==> src/hdl/tmvs_pkg.sv <==
package tmvs_pkg;

    localparam int WORD_BYTES   = 8;
    localparam int ADDRESS_BITS = 48;
    localparam int CFG_ADDR_BITS = 3;

    localparam logic [CFG_ADDR_BITS-1:0] REG_VALUE_TYPE  = 3'd0;
    localparam logic [CFG_ADDR_BITS-1:0] REG_SCAN_MODE   = 3'd1;
    localparam logic [CFG_ADDR_BITS-1:0] REG_LOWER_BOUND = 3'd2;
    localparam logic [CFG_ADDR_BITS-1:0] REG_UPPER_BOUND = 3'd3;
    localparam logic [CFG_ADDR_BITS-1:0] REG_WINDOW_LOW  = 3'd4;
    localparam logic [CFG_ADDR_BITS-1:0] REG_WINDOW_HIGH = 3'd5;

    localparam logic [3:0] VT_INT8   = 4'd0;
    localparam logic [3:0] VT_INT16  = 4'd1;
    localparam logic [3:0] VT_INT32  = 4'd2;
    localparam logic [3:0] VT_INT64  = 4'd3;
    localparam logic [3:0] VT_UINT8  = 4'd4;
    localparam logic [3:0] VT_UINT16 = 4'd5;
    localparam logic [3:0] VT_UINT32 = 4'd6;
    localparam logic [3:0] VT_UINT64 = 4'd7;
    localparam logic [3:0] VT_FLOAT  = 4'd8;
    localparam logic [3:0] VT_DOUBLE = 4'd9;

    localparam logic [2:0] SM_EQUAL   = 3'd0;
    localparam logic [2:0] SM_GREATER = 3'd1;
    localparam logic [2:0] SM_LESS    = 3'd2;
    localparam logic [2:0] SM_BETWEEN = 3'd3;
    localparam logic [2:0] SM_ALL     = 3'd4;

    typedef struct packed {
        logic [ADDRESS_BITS-1:0] word_address;
        logic [63:0]             word_data;
        logic [3:0]              valid_bytes;
    } in_word_t;

    typedef struct packed {
        logic [ADDRESS_BITS-1:0] match_address;
        logic [63:0]             match_value;
        logic                    last_match;
    } out_word_t;

    typedef enum logic [1:0] {
        ORD_LT,
        ORD_EQ,
        ORD_GT,
        ORD_UN
    } order_t;

endpackage

==> src/hdl/typed_memory_value_scan_unit.sv <==
// A taken word passes the input register, then the match queue, then the result register before its first match shows.
// Throughput: one word per cycle while each word yields at most one match and out_stall is low;
//   a word with more matches stalls the input while the match queue drains one a cycle, unless out_stall holds it.
// Reset: rst_n asynchronous, active low; registers to their reset values
//   (window_high all ones), pipeline and queue empty.
module typed_memory_value_scan_unit
    import tmvs_pkg::*;
(
    input  logic                     clk,
    input  logic                     rst_n,
    input  logic                     in_valid,
    output logic                     in_stall,
    input  in_word_t                 in_data,
    output logic                     out_valid,
    input  logic                     out_stall,
    output out_word_t                out_data,
    input  logic                     cfg_valid,
    output logic                     cfg_ready,
    input  logic [CFG_ADDR_BITS-1:0] cfg_index,
    input  logic [63:0]              cfg_data
);

    localparam int NE = WORD_BYTES;

    logic [3:0]              vtype_reg;
    logic [2:0]              smode_reg;
    logic [63:0]             lower_reg, upper_reg;
    logic [ADDRESS_BITS-1:0] wlow_reg, whigh_reg;

    assign cfg_ready = 1'b1;

    always_ff @(posedge clk or negedge rst_n)
    begin
        if (!rst_n)
        begin
            vtype_reg <= '0;
            smode_reg <= '0;
            lower_reg <= '0;
            upper_reg <= '0;
            wlow_reg  <= '0;
            whigh_reg <= '1;
        end
        else if (cfg_valid)
        begin
            unique case (cfg_index)
                REG_VALUE_TYPE:  vtype_reg <= cfg_data[3:0];
                REG_SCAN_MODE:   smode_reg <= cfg_data[2:0];
                REG_LOWER_BOUND: lower_reg <= cfg_data;
                REG_UPPER_BOUND: upper_reg <= cfg_data;
                REG_WINDOW_LOW:  wlow_reg  <= cfg_data[ADDRESS_BITS-1:0];
                REG_WINDOW_HIGH: whigh_reg <= cfg_data[ADDRESS_BITS-1:0];
                default: ;
            endcase
        end
    end

    // input register
    logic     iv_reg;
    in_word_t iw_reg;
    logic     in_take;

    // match queue: one word's candidates
    logic [NE-1:0]           pend_reg;
    logic [ADDRESS_BITS-1:0] qaddr_reg [NE];
    logic [63:0]             qval_reg  [NE];

    // result register
    logic      ov_reg;
    out_word_t ow_reg;

    function automatic logic [3:0] size_of(input logic [3:0] t);
        logic [3:0] s;
        s = 4'd0;
        unique case (t)
            VT_INT8, VT_UINT8:              s = 4'd1;
            VT_INT16, VT_UINT16:            s = 4'd2;
            VT_INT32, VT_UINT32, VT_FLOAT:  s = 4'd4;
            VT_INT64, VT_UINT64, VT_DOUBLE: s = 4'd8;
            default:                        s = 4'd0;
        endcase
        return s;
    endfunction

    function automatic logic [63:0] mask_of(input logic [3:0] s);
        logic [63:0] m;
        m = '0;
        unique case (s)
            4'd1:    m = 64'hFF;
            4'd2:    m = 64'hFFFF;
            4'd4:    m = 64'hFFFF_FFFF;
            4'd8:    m = '1;
            default: m = '0;
        endcase
        return m;
    endfunction

    // a and b already masked to the element size
    function automatic order_t order_of(input logic [63:0] a, input logic [63:0] b,
                                        input logic [3:0] t, input logic [3:0] s);
        logic [63:0] sg, ka, kb;
        logic        an, bn, az, bz, sa, sb;
        order_t      r;
        sg = '0; an = 1'b0; bn = 1'b0; az = 1'b0; bz = 1'b0;
        sa = 1'b0; sb = 1'b0;
        r = ORD_EQ;
        if (t == VT_FLOAT || t == VT_DOUBLE)
        begin
            if (t == VT_FLOAT)
            begin
                an = (a[30:23] == 8'hFF) && (a[22:0] != '0);
                bn = (b[30:23] == 8'hFF) && (b[22:0] != '0);
                az = a[30:0] == '0;
                bz = b[30:0] == '0;
                sa = a[31];
                sb = b[31];
                ka = {33'd0, a[30:0]};
                kb = {33'd0, b[30:0]};
            end
            else
            begin
                an = (a[62:52] == 11'h7FF) && (a[51:0] != '0);
                bn = (b[62:52] == 11'h7FF) && (b[51:0] != '0);
                az = a[62:0] == '0;
                bz = b[62:0] == '0;
                sa = a[63];
                sb = b[63];
                ka = {1'b0, a[62:0]};
                kb = {1'b0, b[62:0]};
            end
            if (an || bn)
                r = ORD_UN;
            else if (az && bz)
                r = ORD_EQ;
            else if (sa != sb)
                r = sa ? ORD_LT : ORD_GT;
            else if (ka == kb)
                r = ORD_EQ;
            else if ((ka < kb) != sa)
                r = ORD_LT;
            else
                r = ORD_GT;
        end
        else
        begin
            if (t <= VT_INT64)
                sg = ~(mask_of(s) >> 1) & mask_of(s);
            ka = a ^ sg;
            kb = b ^ sg;
            if (ka < kb)
                r = ORD_LT;
            else if (ka > kb)
                r = ORD_GT;
            else
                r = ORD_EQ;
        end
        return r;
    endfunction

    // stage 1: element selection and compare
    logic [3:0]              sz;
    logic [63:0]             msk;
    logic [NE-1:0]           hit;
    logic [ADDRESS_BITS-1:0] e_addr [NE];
    logic [63:0]             e_val  [NE];

    always_comb
    begin
        logic [3:0]              nv, off;
        logic [ADDRESS_BITS:0]   st;
        logic [ADDRESS_BITS-1:0] base;
        logic [ADDRESS_BITS:0]   endp;
        logic                    ok;
        order_t                  lo, hi;
        sz   = size_of(vtype_reg);
        msk  = mask_of(sz);
        nv   = (iw_reg.valid_bytes > 4'd8) ? 4'd8 : iw_reg.valid_bytes;
        base = iw_reg.word_address;
        for (int i = 0; i < NE; i++)
        begin
            off = 4'(i);
            st  = {1'b0, base} + (ADDRESS_BITS+1)'(off);
            e_addr[i] = st[ADDRESS_BITS-1:0];
            e_val[i]  = (iw_reg.word_data >> (8 * i)) & msk;
            endp = {1'b0, e_addr[i]} + (ADDRESS_BITS+1)'(sz);
            ok = (sz != 4'd0) && ((i % 8) == 0 || sz <= 4'(i) || 1'b1);
            ok = ok && ((off & (sz - 4'd1)) == 4'd0) && (5'(off) + 5'(sz) <= 5'(nv))
                 && !st[ADDRESS_BITS] && (e_addr[i] >= wlow_reg)
                 && (endp <= {1'b0, whigh_reg});
            lo = order_of(e_val[i], lower_reg & msk, vtype_reg, sz);
            hi = order_of(e_val[i], upper_reg & msk, vtype_reg, sz);
            unique case (smode_reg)
                SM_EQUAL:   ok = ok && (lo == ORD_EQ);
                SM_GREATER: ok = ok && (lo == ORD_GT);
                SM_LESS:    ok = ok && (lo == ORD_LT);
                SM_BETWEEN: ok = ok && (lo == ORD_EQ || lo == ORD_GT)
                                    && (hi == ORD_EQ || hi == ORD_LT);
                SM_ALL:     ok = ok;
                default:    ok = 1'b0;
            endcase
            hit[i] = iv_reg && ok;
        end
    end

    // queue drain
    logic          o_free;
    logic [NE-1:0] first_oh, rest;
    logic [2:0]    first_idx;
    logic          q_empty_next, load_q;

    assign o_free   = !ov_reg || !out_stall;
    assign first_oh = pend_reg & (~pend_reg + NE'(1));
    assign rest     = pend_reg & ~first_oh;

    always_comb
    begin
        first_idx = '0;
        for (int i = 0; i < NE; i++)
            if (first_oh[i])
                first_idx = 3'(i);
    end

    assign q_empty_next = (pend_reg == '0) || (o_free && rest == '0);
    assign load_q       = q_empty_next;
    assign in_stall     = iv_reg && !load_q;
    assign in_take      = in_valid && !in_stall;

    always_ff @(posedge clk or negedge rst_n)
    begin
        if (!rst_n)
        begin
            iv_reg   <= 1'b0;
            pend_reg <= '0;
            ov_reg   <= 1'b0;
        end
        else
        begin
            if (!in_stall)
                iv_reg <= in_valid;
            if (o_free)
                ov_reg <= pend_reg != '0;
            if (load_q)
                pend_reg <= hit;
            else if (o_free)
                pend_reg <= rest;
        end
    end

    always_ff @(posedge clk)
    begin
        if (in_take)
            iw_reg <= in_data;
        if (load_q)
        begin
            for (int i = 0; i < NE; i++)
            begin
                qaddr_reg[i] <= e_addr[i];
                qval_reg[i]  <= e_val[i];
            end
        end
        if (o_free && pend_reg != '0)
        begin
            ow_reg.match_address <= qaddr_reg[first_idx];
            ow_reg.match_value   <= qval_reg[first_idx];
            ow_reg.last_match    <= rest == '0;
        end
    end

    assign out_valid = ov_reg;
    assign out_data  = ow_reg;

endmodule

==> config.mk <==
export PLATFORM = sky130hd
export DESIGN_NAME = typed_memory_value_scan_unit
export DESIGN_NICKNAME = d
export VERILOG_FILES = /design/src/hdl/tmvs_pkg.sv /design/src/hdl/typed_memory_value_scan_unit.sv
export SDC_FILE = /design/constraint.sdc
export NUM_CORES = 2
export LEC_CHECK = 0
export BUFFER_PORTS_ARGS = -buffer_cell sky130_fd_sc_hd__buf_2
export CAP_MARGIN = 20
export CELL_PAD_IN_SITES_DETAIL_PLACEMENT = 0
export CELL_PAD_IN_SITES_GLOBAL_PLACEMENT = 1
export CORE_MARGIN = 3
export CORE_UTILIZATION = 50
export CTS_BUF_LIST = sky130_fd_sc_hd__clkbuf_8
export DETAILED_ROUTE_END_ITERATION = 12
export GPL_TIMING_DRIVEN = 0
export PLACE_DENSITY = 0.86
export SLEW_MARGIN = 40
export SYNTH_ARGS = -nofsm -noshare
export SYNTH_HDL_FRONTEND = slang
export SYNTH_SLANG_ARGS = --single-unit
==> constraint.sdc <==
create_clock -name clk -period 18.1 [get_ports clk]
set_input_delay 0.905 -clock clk [delete_from_list [all_inputs] [get_ports clk]]
set_output_delay 0.905 -clock clk [all_outputs]
set_load 0.005 [all_outputs]
# Word level (Yosys, flattened, before mapping)

Memories as Yosys holds them, arrays and structs flattened. A register that Yosys moved wholly into a read port is not among the register bits.
Index checks and enable logic that the tools add are counted.

Bitwise operators: 26
Reductions and logical operators: 248
Mux-type cells: 241
Magnitude comparators: 74
Add/sub/neg operators: 24
Equality and inequality tests: 107

Operators with widths:

| kind                                                            | count |
|---|---|
| 64-bit less-than comparator                                     | 32 |
| 64-bit equality test                                            | 16 |
| 64-bit > comparator                                             | 16 |
| 64-bit 2-to-1 mux                                               | 14 |
| 64-bit bitwise XOR                                              | 10 |
| 63-bit logical NOT                                              | 10 |
| 63-bit 2-to-1 mux                                               | 10 |
| 52-bit nonzero test                                             | 10 |
| 48-bit by 4-bit adder with 49-bit output                        | 8 |
| 49-bit by 48-bit <= comparator with 1-bit output                | 8 |
| 48-bit >= comparator                                            | 8 |
| 31-bit logical NOT                                              | 10 |
| 2-bit 2-to-1 mux                                                | 136 |
| 64-bit AND                                                      | 4 |
| 64-bit one-hot mux with 4 select lines                          | 1 |
| 23-bit nonzero test                                             | 10 |
| 48-bit by 3-bit adder with 49-bit output, second input constant | 4 |
| 1-bit logical AND                                               | 126 |
| 11-bit equality test, second input constant                     | 10 |
| 48-bit by 2-bit adder with 49-bit output, second input constant | 2 |
| 8-bit equality test, second input constant                      | 10 |
| 16-bit by 64-bit AND with 64-bit output                         | 1 |
| 24-bit by 64-bit AND with 64-bit output                         | 1 |
| 32-bit by 64-bit AND with 64-bit output                         | 1 |
| 42 further kinds                                                | 262 |

Bits in read-only memories: 64
Memories: 3
Input bits: 188
Register bits after elaboration: 358
Word-level logic and storage cells: 736
Memory bits (writable): 896
Output and inout bits: 116

Memory list:

| name             | words | bits a word | rd ports | clocked after Yosys merged registers in | write ports | RTL line                           | source |
|---|---|---|---|---|---|---|---|
| qval_reg         | 8     | 64          | 1        | 1                                       | 8           | typed_memory_value_scan_unit.sv:65 | `logic [63:0] qval_reg [NE];` |
| qaddr_reg        | 8     | 48          | 1        | 1                                       | 8           | typed_memory_value_scan_unit.sv:64 | `logic [ADDRESS_BITS-1:0] qaddr_reg [NE];` |
| (name not given) | 16    | 4           | 1        | 0                                       | 0           | typed_memory_value_scan_unit.sv:74 | `unique case (t)` |

# Depth between registers and ports, before layout

An unclocked memory read counts as a cell.

Depth after elaboration: 21
Mapped depth: 33
Mapped depth without buffers: 29

# Least setup slack after synthesis

Ideal clock, no wire load.

Path kind: input -> register
From: input port out_stall
To: memory qaddr_reg[0][0] (enable)
Buffers on the path: 0
Arrival: 12.860 ns
Path slack: 4.320 ns
Data required time: 17.180 ns
Stages on the path: 6
Setup time: 0.920 ns
Cell sequence: and2_1 > or4_1 > a21o_1 > a21oi_1 > nor2_1 > inv_1

RTL lines:

| item        | RTL line                           | source |
|---|---|---|
| from (decl) | typed_memory_value_scan_unit.sv:15 | `input logic out_stall,` |
| to (decl)   | typed_memory_value_scan_unit.sv:64 |  |

==> qor.yml <==
clocking:
  clockRootBuffer: "clkbuf_8"
  cts_max_path_buffers: 3
  cts-buffers-inserted: 183
  post_cts_buffers: 0
  cts_tree: "built"
  post_cts_resized: 0
  clkLatencyLatePin_ns: 1.02
  clkTransAtPathRegs_ns: 0.08
  cts_hold_buffers: 1
  cts_sinks: 1044
  htreeDepth: 4
critical_path:
  cp_max_fo: 14
  cp_common_cell: "nand4_1"
  cp-start-kind: "flip-flop"
  crit_required_ns: 18.99
  slowest_stage: "xnor2_1"
  criticalPathCategory: "reg -> reg"
  critPathArrivalTime_ns: 11.77
  crit_path_start: "iw_reg[70]"
  slowest_delay_ns: 0.82
  path_cells: "buf_2 -> inv_1 -> ha_1 -> clkbuf_2 -> a21boi_4 -> or4_1 -> xnor2_1 -> and4_1 -> nand4_1 -> nor4_1 -> nand4_1 -> nor4_2 -> nand3_1 -> xnor2_1 -> ha_1 -> nand4_1 -> nor4_2 -> nand4_1 -> o21ai_0 -> o221ai_1 -> nor4_1 -> o21ai_0 -> o31ai_1"
  critPathCaptureType: "flip-flop"
  worstReg2RegStart: "iw_reg[70]"
power:
  peakVddDrop_mv: 0.119
  power_frac_comb_pct: 53.1
  netSwitchingPower_mw: 5.54
  internal-power_mw: 6.16
  clock_power_share_pct: 19.5
  switching_share_pct: 47.3
  p_per_area_nw_per_um2: 113
  share_seq_of_total_power_pct: 27.4
  leakage_nw: 44.9
routing:
  route.met2.wl_mm: 208
  drtAntennaViolNets: 0
  highest_layer: "met5"
  wl_met3_mm: 56.7
  wl_mm: 495
  drt-wirelength-per-cell_um: 37.0
  wl_met1_mm: 169
  via_count: 92100
  post-route-drc-count: 0
  drt-pass1-iter-count: 6
  routed_via_density: 6.88
  drtIter0Drc: 12600
timing:
  rsz0062_at_grt: "false"
  relSlewSlack_pct: 31.7
  fin_crit_ns: 10.88
  setup_ws_ns: 7.22
  setup_viol: 0
  worst_slew_pin_slew_ns: 1.02
  finalHoldViolations: 0
  slew_violations: 0
  max_freq_mhz: 91.9
  fin_skew_ns: 0.0892
  finalCritPeriodShare_pct: 60.1
layout:
  syn_to_final_growth_pct: 12.0
  final_cells: 13400
  n_fill_cell: 16500
  nNetsFinal: 12500
  layout-drive-gt1-share_pct: 11.6
  largest_register_ffs: 374
placement:
  globalplace.congestion: 1.14
  hpwl_mm: 400
  post-place-ws_ns: 7.73
  placedCellCount: 13000
  portBuffers: 302
synth:
  synth_edf_count: 803
  ys.flop_type: "edfxtp_1"
  syn_area_um2: 92700
  yosysTopAreaCell: "edfxtp_1"
  avgSynthCellArea_um2: 9.16
  synth_top_area_share_pct: 26.0
  synth_cell_type_count: 99
  synth-seq-area-share_pct: 32.6
  ys_top_cells_by_count: "ha_1, nand2_1, edfxtp_1"
  yosysWarnings: 0
  syn_nets: 11900
  ys_ff_latch: 1044
  async_reset_ff_share_pct: 23.1
  synth_most_common_cell: "ha_1"
  syn-instance-count: 10100
  synthTopCellsByArea: "edfxtp_1, ha_1, nand2_1"
die:
  core_area_um2: 184000
  die-area_um2: 191000
  rows: 157
  io_pins: 304
  die_w_um: 436
  die_h_um: 436
  initial_utilization_pct: 50.4
status:
  status: "finished, final reports clean"
global_routing:
  grtUsageTotal_pct: 50.4
  grt_overflow_total: 0
  grt_pass1_vias: 87500
  grt_pass1_wl_mm: 676
  grt_max_degree: 84
  antenna_found_initial: 67
min_path:
  hold_path.startpoint: "in_data[67]"
  hold_class: "in -> reg"
flow_run:
  cap_violations: 0
area by class of cell:
type | count | area [um^2] | area share, %
Sequential cell | 1044 | 30200 | 29.1
Antenna cell | 57 | 143 | 0.137
Tap cell | 2464 | 3080 | 2.97
Buffer | 364 | 1550 | 1.49
Multi-Input combinational cell | 8314 | 60600 | 58.4
Timing Repair Buffer | 416 | 3010 | 2.90
Inverter | 391 | 1480 | 1.42
Clock inverter | 135 | 915 | 0.882
Clock buffer | 200 | 2750 | 2.65
power by group through the flow:
stage / clock network [mW] / logic, mW / registers (mW)
3_3_place_gp: 0 / 5.61 / 3.27
3_5_place_dp: 0 / 5.87 / 3.23
6_report: 2.28 / 6.21 / 3.21
4_1_cts: 2.28 / 5.91 / 3.19
5_1_grt: 2.39 / 6.54 / 3.23
2_1_floorplan: 0 / 3.46 / 3.16
routing by layer:
metal / up-vias / global-route usage (%)
li1: 38800 / -
met1: 44100 / 57.5
met2: 6960 / 75.2
met3: 2247 / 14.0
met4: 38 / 49.2
met5: - / 0
worst paths after layout:
| kind | cells after the start | end | slack, ns |
|---|---|---|---|
| worst max-delay path | 23 | pend_reg[7] | 7.22 |
| worst min-delay path | 1 | iw_reg[67] | 0.08 |
| worst max register to register | 23 | pend_reg[7] | 7.22 |
| worst min register to register | 0 | qaddr_reg[0][34] | 0.51 |
| max in group asynchronous | 3 | whigh_reg[11] | 16.78 |
| min in group asynchronous | 2 | lower_reg[54] | 0.49 |
per-stage QoR:
step / util (%) / power (mW) / TNS, ns / cell area (um^2) / hold slack, ns
2_1_floorplan: - / 6.62 / 0 / 92700 / 0.449
3_3_place_gp: 52.9 / 8.88 / -550.21 / 97200 / 0.477
3_5_place_dp: 54.3 / 9.11 / 0 / 99800 / 0.482
4_1_cts: 56.3 / 11.4 / 0 / 103000 / 0.0415
5_1_grt: 56.4 / 12.2 / 0 / 104000 / 0.0436
6_report: 56.5 / 11.7 / 0 / 104000 / 0.0763
cell families after synthesis:
group | count (synthesis) | share of synthesized area [%]
DFF | 1044 | 32.6
muxes | 210 | 2.52
buffers and inverters | 755 | 3.14
adders and majority gates | 1577 | 21.3
xor gates and xnor gates | 649 | 6.14
and+or+nand+nor | 4008 | 21.4
AOI/OAI and AO/OA | 1869 | 12.9
other | 1 | 0.00405
layout by cell type, fill, tap and decap left out, types with 70 or more instances in the layout:
cell	netlist	routed
nor3_1	225	208
buf_2	33	357
inv_1	388	442
a21oi_1	505	494
a21o_1	353	353
and2_1	221	220
nand3_1	596	595
ha_1	1568	1568
mux2_2	185	185
a211oi_1	78	70
nand2_1	1369	1369
o21ai_0	436	419
nor4_1	123	83
nand4_1	358	358
nor2_1	548	537
edfxtp_1	803	803
xor2_1	175	163
and3_1	131	131
clkbuf_8	0	200
nor2b_1	87	87
clkbuf_1	285	221
dfrtp_1	193	193
xnor2_1	473	447
worst max-delay path, delay by kind of cell, from the launching register on:
| family | cells | cell delay [ns] |
|---|---|---|
| fa+ha+maj | 2 | 0.68 |
| buf+inv | 3 | 1.37 |
| simple gates | 11 | 5.69 |
| flops | 1 | 0.59 |
| compound gates | 5 | 1.46 |
| xor+xnor | 2 | 0.99 |
(Power assumes the default switching activity.)
